**config.mk**
```make
export PLATFORM = sky130hd
export DESIGN_NAME = rmst_seq
export DESIGN_NICKNAME = d
export VERILOG_FILES = /design/src/design/rmst_pkg.sv /design/src/design/rmst_seq.sv
export SDC_FILE = /design/constraint.sdc
export NUM_CORES = 1
export LEC_CHECK = 0
export BUFFER_PORTS_ARGS = -buffer_cell sky130_fd_sc_hd__buf_4
export CAP_MARGIN = 30
export CORE_AREA = 2 2 151 153
export CTS_CLUSTER_SIZE = 12
export DETAILED_ROUTE_END_ITERATION = 8
export DIE_AREA = 0 0 153 155
export SKIP_CTS_REPAIR_TIMING = 1
export SLEW_MARGIN = 30
export SYNTH_ARGS = -nofsm -noshare
export SYNTH_HDL_FRONTEND = slang
export SYNTH_SLANG_ARGS = --single-unit
```
**constraint.sdc**
```tcl
create_clock -name clk -period 4.3 [get_ports clk]
set_input_delay 0.645 -clock clk [delete_from_list [all_inputs] [get_ports clk]]
set_output_delay 0.645 -clock clk [all_outputs]
set_load 0.005 [all_outputs]
```
**src/design/rmst_pkg.sv**
```systemverilog
// ----------------------------------------------------------------------------
// rmst_pkg
// shared item types, command codes and constants of the range minimum tree
// ----------------------------------------------------------------------------
`default_nettype none

package rmst_pkg;

  localparam int VAL_W = 32;
  localparam int POS_W = 10;

  localparam logic CMD_UPDATE = 1'b0;
  localparam logic CMD_QUERY  = 1'b1;

  // value of an empty range and of a node never written
  localparam logic signed [VAL_W-1:0] TOP_VALUE = 32'sh7FFF_FFFF;

  typedef struct packed {
    logic                    cmd;
    logic [POS_W-1:0]        position;
    logic signed [VAL_W-1:0] new_value;
    logic [POS_W-1:0]        range_low;
    logic [POS_W-1:0]        range_high;
  } rmst_item_t;

  typedef struct packed {
    logic                    valid;
    logic signed [VAL_W-1:0] value;
  } rmst_res_t;

endpackage

`default_nettype wire

```
**src/design/rmst_seq.sv**
```systemverilog
// ----------------------------------------------------------------------------
// rmst_seq
// sequencer: clearing pass, leaf-to-root update walk and range query walk
// ----------------------------------------------------------------------------
`default_nettype none

module rmst_seq #(
  parameter int LEAVES = 1024
) (
  input  logic                          clk,
  input  logic                          rst_n,
  input  logic                          in_valid,
  input  rmst_pkg::rmst_item_t          in_item,
  output logic                          in_stall,
  output rmst_pkg::rmst_res_t           res,
  input  logic                          res_ready,
  output logic                          mem_we,
  output logic [$clog2(2*LEAVES)-1:0]   mem_waddr,
  output logic [rmst_pkg::VAL_W-1:0]    mem_wdata,
  output logic                          mem_re,
  output logic [$clog2(2*LEAVES)-1:0]   mem_raddr,
  input  logic [rmst_pkg::VAL_W-1:0]    mem_rdata
);

  import rmst_pkg::*;

  localparam int AW = $clog2(2*LEAVES);
  localparam int IW = $clog2(2*LEAVES+1);
  localparam int CW = (IW > POS_W) ? IW : POS_W;

  localparam logic [AW-1:0] NODE_LAST = AW'(2*LEAVES-1);
  localparam logic [AW-1:0] NODE_ROOT = AW'(1);
  localparam logic [AW-1:0] LEAF_AW   = AW'(LEAVES);
  localparam logic [IW-1:0] LEAF_IW   = IW'(LEAVES);
  localparam logic [CW-1:0] LEAF_CW   = CW'(LEAVES);

  localparam logic [2:0] ST_CLR  = 3'd0;
  localparam logic [2:0] ST_IDLE = 3'd1;
  localparam logic [2:0] ST_LEAF = 3'd2;
  localparam logic [2:0] ST_UP   = 3'd3;
  localparam logic [2:0] ST_QL   = 3'd4;
  localparam logic [2:0] ST_QR   = 3'd5;
  localparam logic [2:0] ST_RES  = 3'd6;

  function automatic logic signed [VAL_W-1:0] min_val(
    input logic signed [VAL_W-1:0] a,
    input logic signed [VAL_W-1:0] b
  );
    return (a < b) ? a : b;
  endfunction

  logic [2:0]              state_r, state_nxt;
  logic [AW-1:0]           clr_cnt_r, clr_cnt_nxt;
  logic [AW-1:0]           node_r, node_nxt;
  logic signed [VAL_W-1:0] val_r, val_nxt;
  logic                    upd_ok_r, upd_ok_nxt;
  logic [IW-1:0]           left_r, left_nxt;
  logic [IW-1:0]           right_r, right_nxt;
  logic signed [VAL_W-1:0] best_r, best_nxt;
  logic                    rd_pend_r, rd_pend_nxt;

  logic signed [VAL_W-1:0] rdata_s;
  logic [AW-1:0]           parent;
  logic signed [VAL_W-1:0] up_min;
  logic [IW-1:0]           right_dec;
  logic [CW-1:0]           pos_c, lo_c, hi_c, hi_clip;

  assign rdata_s   = $signed(mem_rdata);
  assign parent    = node_r >> 1;
  assign up_min    = min_val(val_r, rdata_s);
  assign right_dec = right_r - IW'(1);
  assign pos_c     = CW'(in_item.position);
  assign lo_c      = CW'(in_item.range_low);
  assign hi_c      = CW'(in_item.range_high);
  assign hi_clip   = (hi_c >= LEAF_CW) ? (LEAF_CW - CW'(1)) : hi_c;

  assign in_stall = (state_r != ST_IDLE);

  always_comb begin
    state_nxt   = state_r;
    clr_cnt_nxt = clr_cnt_r;
    node_nxt    = node_r;
    val_nxt     = val_r;
    upd_ok_nxt  = upd_ok_r;
    left_nxt    = left_r;
    right_nxt   = right_r;
    rd_pend_nxt = 1'b0;
    // fold in the node read issued last cycle
    best_nxt    = rd_pend_r ? min_val(best_r, rdata_s) : best_r;
    mem_we      = 1'b0;
    mem_waddr   = '0;
    mem_wdata   = '0;
    mem_re      = 1'b0;
    mem_raddr   = '0;
    res.valid   = 1'b0;
    res.value   = best_r;

    case (state_r)
      ST_CLR: begin
        mem_we    = 1'b1;
        mem_waddr = clr_cnt_r;
        mem_wdata = TOP_VALUE;
        if (clr_cnt_r == NODE_LAST) begin
          state_nxt = ST_IDLE;
        end else begin
          clr_cnt_nxt = clr_cnt_r + AW'(1);
        end
      end
      ST_IDLE: begin
        if (in_valid) begin
          if (in_item.cmd == CMD_UPDATE) begin
            upd_ok_nxt = (pos_c < LEAF_CW);
            node_nxt   = AW'(pos_c) + LEAF_AW;
            val_nxt    = in_item.new_value;
            state_nxt  = ST_LEAF;
          end else begin
            best_nxt = TOP_VALUE;
            if ((lo_c > hi_c) || (lo_c >= LEAF_CW)) begin
              state_nxt = ST_RES;
            end else begin
              left_nxt  = IW'(lo_c) + LEAF_IW;
              right_nxt = IW'(hi_clip) + LEAF_IW + IW'(1);
              state_nxt = ST_QL;
            end
          end
        end
      end
      ST_LEAF: begin
        if (upd_ok_r) begin
          mem_we    = 1'b1;
          mem_waddr = node_r;
          mem_wdata = val_r;
          mem_re    = 1'b1;
          mem_raddr = node_r ^ AW'(1);
          state_nxt = ST_UP;
        end else begin
          state_nxt = ST_IDLE;
        end
      end
      ST_UP: begin
        // sibling data is back: write parent, fetch the parent's sibling unless the parent is the root
        mem_we    = 1'b1;
        mem_waddr = parent;
        mem_wdata = up_min;
        val_nxt   = up_min;
        node_nxt  = parent;
        if (parent == NODE_ROOT) begin
          state_nxt = ST_IDLE;
        end else begin
          mem_re    = 1'b1;
          mem_raddr = parent ^ AW'(1);
        end
      end
      ST_QL: begin
        if (left_r >= right_r) begin
          state_nxt = ST_RES;
        end else begin
          if (left_r[0]) begin
            mem_re      = 1'b1;
            mem_raddr   = AW'(left_r);
            rd_pend_nxt = 1'b1;
            left_nxt    = left_r + IW'(1);
          end
          state_nxt = ST_QR;
        end
      end
      ST_QR: begin
        if (right_r[0]) begin
          mem_re      = 1'b1;
          mem_raddr   = AW'(right_dec);
          rd_pend_nxt = 1'b1;
          right_nxt   = right_dec >> 1;
        end else begin
          right_nxt = right_r >> 1;
        end
        left_nxt  = left_r >> 1;
        state_nxt = ST_QL;
      end
      ST_RES: begin
        res.valid = 1'b1;
        if (res_ready) begin
          state_nxt = ST_IDLE;
        end
      end
      default: begin
        state_nxt = ST_IDLE;
      end
    endcase
  end

  always_ff @(posedge clk) begin
    if (!rst_n) begin
      state_r   <= ST_CLR;
      clr_cnt_r <= '0;
      rd_pend_r <= 1'b0;
    end else begin
      state_r   <= state_nxt;
      clr_cnt_r <= clr_cnt_nxt;
      rd_pend_r <= rd_pend_nxt;
    end
  end

  always_ff @(posedge clk) begin
    node_r   <= node_nxt;
    val_r    <= val_nxt;
    upd_ok_r <= upd_ok_nxt;
    left_r   <= left_nxt;
    right_r  <= right_nxt;
    best_r   <= best_nxt;
  end

endmodule

`default_nettype wire

```
==> results.py, run 1 <==
metrics = {
    "global_routing": {
        "grt.met1_usage_pct": 29.94,
        "grt_util_met2_pct": 37.95,
        "gr-usage-met3_pct": 4.457,
        "grt_max_degree": 76,
        "grt_pass1_wl_mm": 42.66,
        "grt-busiest-layer": "met2",
        "antenna_found_initial": 0,
        "globalRouteOverflowTotal": 0,
        "grtUsageTotal_pct": 22.78,
        "first_global_vias": 7781,
    },
    "die": {
        "coreArea_sq_mm": 0.02223,
        "die_w_um": 153,
        "die_area_sq_mm": 0.02372,
        "rows": 55,
        "initial_core_util_pct": 38.99,
        "io_pins": 189,
        "fp.dieH_um": 155,
    },
    "finish": {
        "layout-drive-gt1-share_pct": 22.72,
        "seq_area_sq_mm": 0.002953,
        "antenna_cells": 0,
        "nets": 1334,
        "multiInputGateArea_sq_mm": 0.005229,
        "areaGrowthSynthToFinish_pct": 26.51,
        "layout_common_cells": "204 x buf_4, 111 x nand2_1, 102 x nor2_1, 86 x ha_1, 74 x mux2i_1",
        "layout_commonest_cell": "buf_4",
        "fillers": 2149,
    },
    "setup_path": {
        "critical_path_arrival_ps": 3240,
        "cp_max_fo": 31,
        "path_class": "reg2out",
        "critPathLaunchType": "flop",
        "endpoint_kind": "primary output",
        "worstPathRequired_ps": 3650,
    },
    "synthesis": {
        "synth_top_area_share_pct": 23.21,
        "synth-edff-count": 67,
        "postSynthAreaPerCell_sq_um": 8.853,
        "synthArstFlopShare_pct": 0,
        "ys_types": 65,
        "yosysWarnings": 0,
        "synth.largest_area_cell": "edfxtp_1",
        "yosys-top-cells-area": "edfxtp_1 23%, ha_1 12%, dfxtp_1 11%, mux2i_1 8.5%, nand2_1 4.8%",
        "syn-cell-area_sq_mm": 0.008667,
        "syn_inst": 979,
        "ys_seq_elements": 114,
        "seq_area_frac_synth_pct": 34.07,
        "synth_nets": 1164,
        "ys.flop_type": "edfxtp_1",
    },
    "drt": {
        "drtPass1Iterations": 5,
        "wire_per_inst_um": 18.72,
        "drt-total-wl_mm": 27.09,
        "viasPerCell": 5.525,
        "ant_nets": 0,
        "drc_errors": 0,
        "drt-initial-drc-count": 564,
        "vias": 7995,
    },
    "power_and_ir_drop": {
        "ir_drop_uv": 194.8,
        "total_power_w": 0.004999,
        "pwr_density_cell_mw_per_mm2": 456.0,
        "p_leak_nw": 4.747,
    },
    "placement": {
        "place.gp.congestion": 0.8537,
        "detailed_place_hpwl_mm": 20.36,
        "portBuffers": 188,
    },
    "hold_path": {
        "hold_path.class": "reg2reg",
    },
    "sta": {
        "tightest_slew_ps": 901.7,
        "rsz0062_at_grt": "no",
        "setup_viol": 0,
        "finClkSkew_ps": 7.722,
        "relSlewSlack_pct": 39.48,
        "fin_tns_setup_ps": 0,
        "max_clock_freq_mhz": 257.5,
        "drv_slew": 0,
        "finalCriticalPeriod_ps": 3884,
        "hold_viol": 0,
        "fin_crit_sh_pct": 90.32,
    },
    "clock_tree": {
        "clk_latency_ps": 420,
        "cts-root-buf": "clkbuf_16",
        "clock_sinks": 114,
        "cts_tree": "done",
        "cts_max_path_buffers": 2,
        "clkTransAtPathRegs_ps": 50,
        "cts_made_buffers": 17,
        "cts_max_level": 4,
    },
    "status": {
        "outcome": "complete, no violations",
    },
    "job": {
        "maxCapViolations": 0,
    },
}
[routing by layer]
metal	routed length, um	share of wire (%)
met2	12730	47
met4	647	2.4
met3	1603	5.9
met1	12100	45
met5	0	0
[cells in the mapped netlist (3+ instances only)]
cell / number
a211o_1: 3
a211oi_1: 3
a21o_1: 24
a21oi_1: 59
a221o_1: 9
a221oi_1: 3
a22oi_1: 5
a31oi_1: 6
and2_1: 9
and3_1: 5
buf_1: 4
buf_12: 3
buf_2: 5
clkbuf_1: 34
dfxtp_1: 47
dlygate4sd1_1: 5
edfxtp_1: 67
ha_1: 86
inv_1: 64
mux2_2: 9
mux2i_1: 74
nand2_1: 111
nand2b_1: 8
nand3_1: 13
nand4_1: 21
nor2_1: 106
nor2b_1: 7
nor3_1: 10
nor4_1: 6
o211ai_1: 4
o21a_1: 4
o21ai_0: 28
o21ai_1: 33
o221ai_1: 34
o22ai_1: 3
or3_1: 3
or4_1: 3
xnor2_1: 20
xor2_1: 7
[registers in the layout (all words and copies together), names as in the netlist]
register / cells
best_r: 32
val_r: 32
left_r: 12
right_r: 12
clr_cnt_r: 11
node_r: 11
state_r: 3
rd_pend_r: 1
[through the flow]
| step | instance area (sq um) | cells | hold WS [ps] | setup slack (ps) | utilization (%) |
|---|---|---|---|---|---|
| global placement | 10330 | 1415 | 478.5 | 474.5 | 46.46 |
| global route | 10960 | 1447 | 501.9 | 245.7 | 49.33 |
| CTS | 10960 | 1447 | 490.2 | 418.1 | 49.32 |
| finish | 10960 | 1447 | 494.2 | 416.3 | 49.33 |
| detailed placement | 10330 | 1415 | 488.5 | 477.8 | 46.46 |
| floorplan | 8667 | 979 | 464.1 | 317.1 | - |
[kinds of logic (layout without fill, tap and decap cells)]
| kind of cell | Yosys count | count (layout) | synth area share, % |
|---|---|---|---|
| AOI/OAI and AO/OA | 238 | 238 | 18.51 |
| muxes | 83 | 83 | 9.716 |
| and+or+nand+nor | 313 | 313 | 16.34 |
| xor gates and xnor gates | 27 | 27 | 2.728 |
| buffers and inverters | 118 | 301 | 6.222 |
| DFF | 114 | 114 | 34.07 |
| adders and majority gates | 86 | 86 | 12.42 |
[area by class of cell]
type                            instances  share of cell area [%]
Clock buffer                           23                   4.656
Tap cell                              285                   3.252
Timing Repair Buffer                  205                   14.15
Sequential cell                       114                   26.93
Multi-Input combinational cell        747                   47.69
Inverter                               64                   2.191
Clock inverter                          9                   1.130
[where the power goes]
part	internal [W]	leakage [nW]	switching, W
clock	0.00101	0.307	0.000512
combinational	0.000863	3.45	0.000947
sequential	0.00143	0.987	0.000246
[path summary, 6_finish.rpt]
kind	startpoint	end	slack [ps]	depth (start not counted)
setup reg to reg	val_r[9]	val_r[24]	1000	9
hold reg to reg	clr_cnt_r[7]	clr_cnt_r[7]	490	2
setup / recovery	val_r[9]	mem_wdata[15]	420	10
hold / removal	clr_cnt_r[7]	clr_cnt_r[7]	490	2
[critical path, stage by stage, from the launching register on]
cell      delay, ps
edfxtp_1        460
ha_1            330
a21o_1          180
a221o_1         320
a221oi_1        400
a31oi_1         220
o22a_1          250
nand2_1         110
buf_12          210
o221ai_1        170
buf_4           170
Note: power is estimated with default switching activity, not from simulation.
==> run 2, diff against run 1 <==
--- a/config.mk
+++ b/config.mk
@@ -11,6 +11,7 @@
 export CTS_CLUSTER_SIZE = 12
 export DETAILED_ROUTE_END_ITERATION = 8
 export DIE_AREA = 0 0 153 155
+export REMOVE_ABC_BUFFERS = 1
 export SKIP_CTS_REPAIR_TIMING = 1
 export SLEW_MARGIN = 30
 export SYNTH_ARGS = -nofsm -noshare
==> run 2 against run 1 <==
Net effect:
- flip-flop and latch count did not move
- non-clock buffer count rose by 7
- register-to-register slack better by 90 ps
- first-iteration DRC count rose by 5.1%
- routed wire length is 0.22% lower
- via count is 1.4% lower
- final cell count is 0.48% higher
- highest routed layer unchanged
==> results.py, run 2 (synthesis results as in run 1) <==
metrics = {
    "job": {
        "maxCapViolations": 0,
    },
    "power_and_ir_drop": {
        "ir_drop_uv": 208.3,
        "pwr-share-clk_pct": 31.9,
        "p_sw_w": 0.001720,
        "p_int_w": 0.003433,
        "seqPwrFrac_pct": 32.8,
        "sw_frac_of_total_pct": 33.38,
        "power_frac_comb_pct": 35.3,
        "pwr_density_cell_mw_per_mm2": 466.5,
        "p_leak_nw": 4.794,
    },
    "die": {
        "coreArea_sq_mm": 0.02223,
        "io_pins": 189,
        "die_w_um": 153,
        "rows": 55,
        "fp.dieH_um": 155,
        "die_area_sq_mm": 0.02372,
        "initial_core_util_pct": 38.99,
    },
    "drt": {
        "drt-total-wl_mm": 27.03,
        "viasPerCell": 5.422,
        "drc_errors": 0,
        "drt-initial-drc-count": 593,
        "drtPass1Iterations": 5,
        "wire_per_inst_um": 18.59,
        "vias": 7884,
        "ant_nets": 0,
    },
    "setup_path": {
        "endpoint_kind": "primary output",
        "worstPathRequired_ps": 3650,
        "crit_slowest_cell": "edfxtp_1",
        "cp_max_fo": 19,
        "path_class": "reg2out",
        "cpMostUsedCell": "buf_4",
        "critical_path_arrival_ps": 3320,
        "crit_family": "compound AO/OA/AOI/OAI gates",
        "path_buf_inv": 2,
        "slowest_delay_ps": 450,
        "critPathLaunchType": "flop",
        "cp_cell_sequence": "ha_1 > and2_1 > a221o_1 > a221oi_1 > a31oi_1 > o22a_1 > nand2_1 > buf_4 > o221ai_1 > buf_4",
    },
    "clock_tree": {
        "cts_max_level": 4,
        "clock_sinks": 114,
        "cts_tree": "done",
        "clkTransAtPathRegs_ps": 60,
        "cts_made_buffers": 17,
        "cts_max_path_buffers": 2,
        "cts-root-buf": "clkbuf_16",
        "clk_latency_ps": 420,
    },
    "finish": {
        "fin_util_pct": 49.69,
        "final_area_sq_mm": 0.01105,
        "nets": 1341,
        "antenna_cells": 0,
        "layout-drive-gt1-share_pct": 23.10,
        "layout_commonest_cell": "buf_4",
        "areaGrowthSynthToFinish_pct": 27.44,
        "stdcell_count": 1454,
        "top_regs": "best_r: 32 flops, val_r: 32 flops",
        "layout_common_cells": "211 x buf_4, 111 x nand2_1, 103 x nor2_1, 86 x ha_1, 74 x mux2i_1",
    },
    "sta": {
        "tightest_slew_ps": 832.9,
        "rsz0062_at_grt": "no",
        "relSlewSlack_pct": 44.47,
        "finalCriticalPeriod_ps": 3968,
        "fin_ws_ps": 331.9,
        "drv_slew": 0,
        "setup_viol": 0,
        "fin_crit_sh_pct": 92.28,
        "finClkSkew_ps": 12.51,
        "max_clock_freq_mhz": 252.0,
        "hold_viol": 0,
    },
    "global_routing": {
        "antenna_found_initial": 0,
        "grtUsageTotal_pct": 22.46,
        "grt_pass1_wl_mm": 42.29,
        "grt_max_degree": 76,
        "globalRouteOverflowTotal": 0,
        "first_global_vias": 7714,
    },
    "placement": {
        "detailed_place_hpwl_mm": 20.01,
        "portBuffers": 188,
        "place.gp.congestion": 0.8615,
        "postPlaceCellArea_sq_mm": 0.01037,
        "place_inst": 1422,
        "dpl_worst_slack_ps": 378.0,
    },
    "status": {
        "outcome": "complete, no violations",
    },
    "hold_path": {
        "hold_path.class": "in2reg",
    },
}
## run 2: cell type report
class                      count  area, sq um
inverter                      64        240.2
tap                          285        356.6
sequential                   114         2953
clock buffer                  22        474.2
timing repair buffer         212         1604
clock inverter                10        203.9
fill                        2129        11180
multi-input combinational    747         5214
## run 2: power by group through the flow
stage / clock network (W) / logic, W / registers (W)
floorplan: 0 / 0.000970 / 0.00166
global placement: 0 / 0.00179 / 0.00170
detailed placement: 0 / 0.00181 / 0.00171
CTS: 0.00167 / 0.00182 / 0.00169
global route: 0.00171 / 0.00203 / 0.00172
finish: 0.00164 / 0.00182 / 0.00169
## run 2: final timing paths
path	startpoint	to	slack [ps]	cells after the start
hold reg to reg	clr_cnt_r[7]	clr_cnt_r[7]	510	2
setup reg to reg	val_r[11]	val_r[27]	1090	9
hold / removal	mem_rdata[12]	best_r[12]	500	3
setup / recovery	val_r[11]	mem_wdata[15]	330	10
## run 2: worst min-delay path, cell delays in order
cell and delay [ps]:
buf_4 90, nor2_1 40, mux2i_1 110
## run 2: routing by layer
| layer | track usage (%) | part of all wire, % | vias to the layer above |
|---|---|---|---|
| met4 | 5.732 | 1.1 | 0 |
| met2 | 36.69 | 46 | 271 |
| met1 | 30.77 | 46 | 3660 |
| met5 | 0 | 0 | - |
| li1 | - | - | 3929 |
| met3 | 4.206 | 6.3 | 24 |
## run 2: per-stage QoR
stage	hold WS, ps	power [W]	TNS, ps
finish	503.2	0.005153	0
global route	508.9	0.005465	0
CTS	485.7	0.005180	0
detailed placement	498.7	0.003519	0
global placement	477.7	0.003492	0
floorplan	464.1	0.002627	-19.92
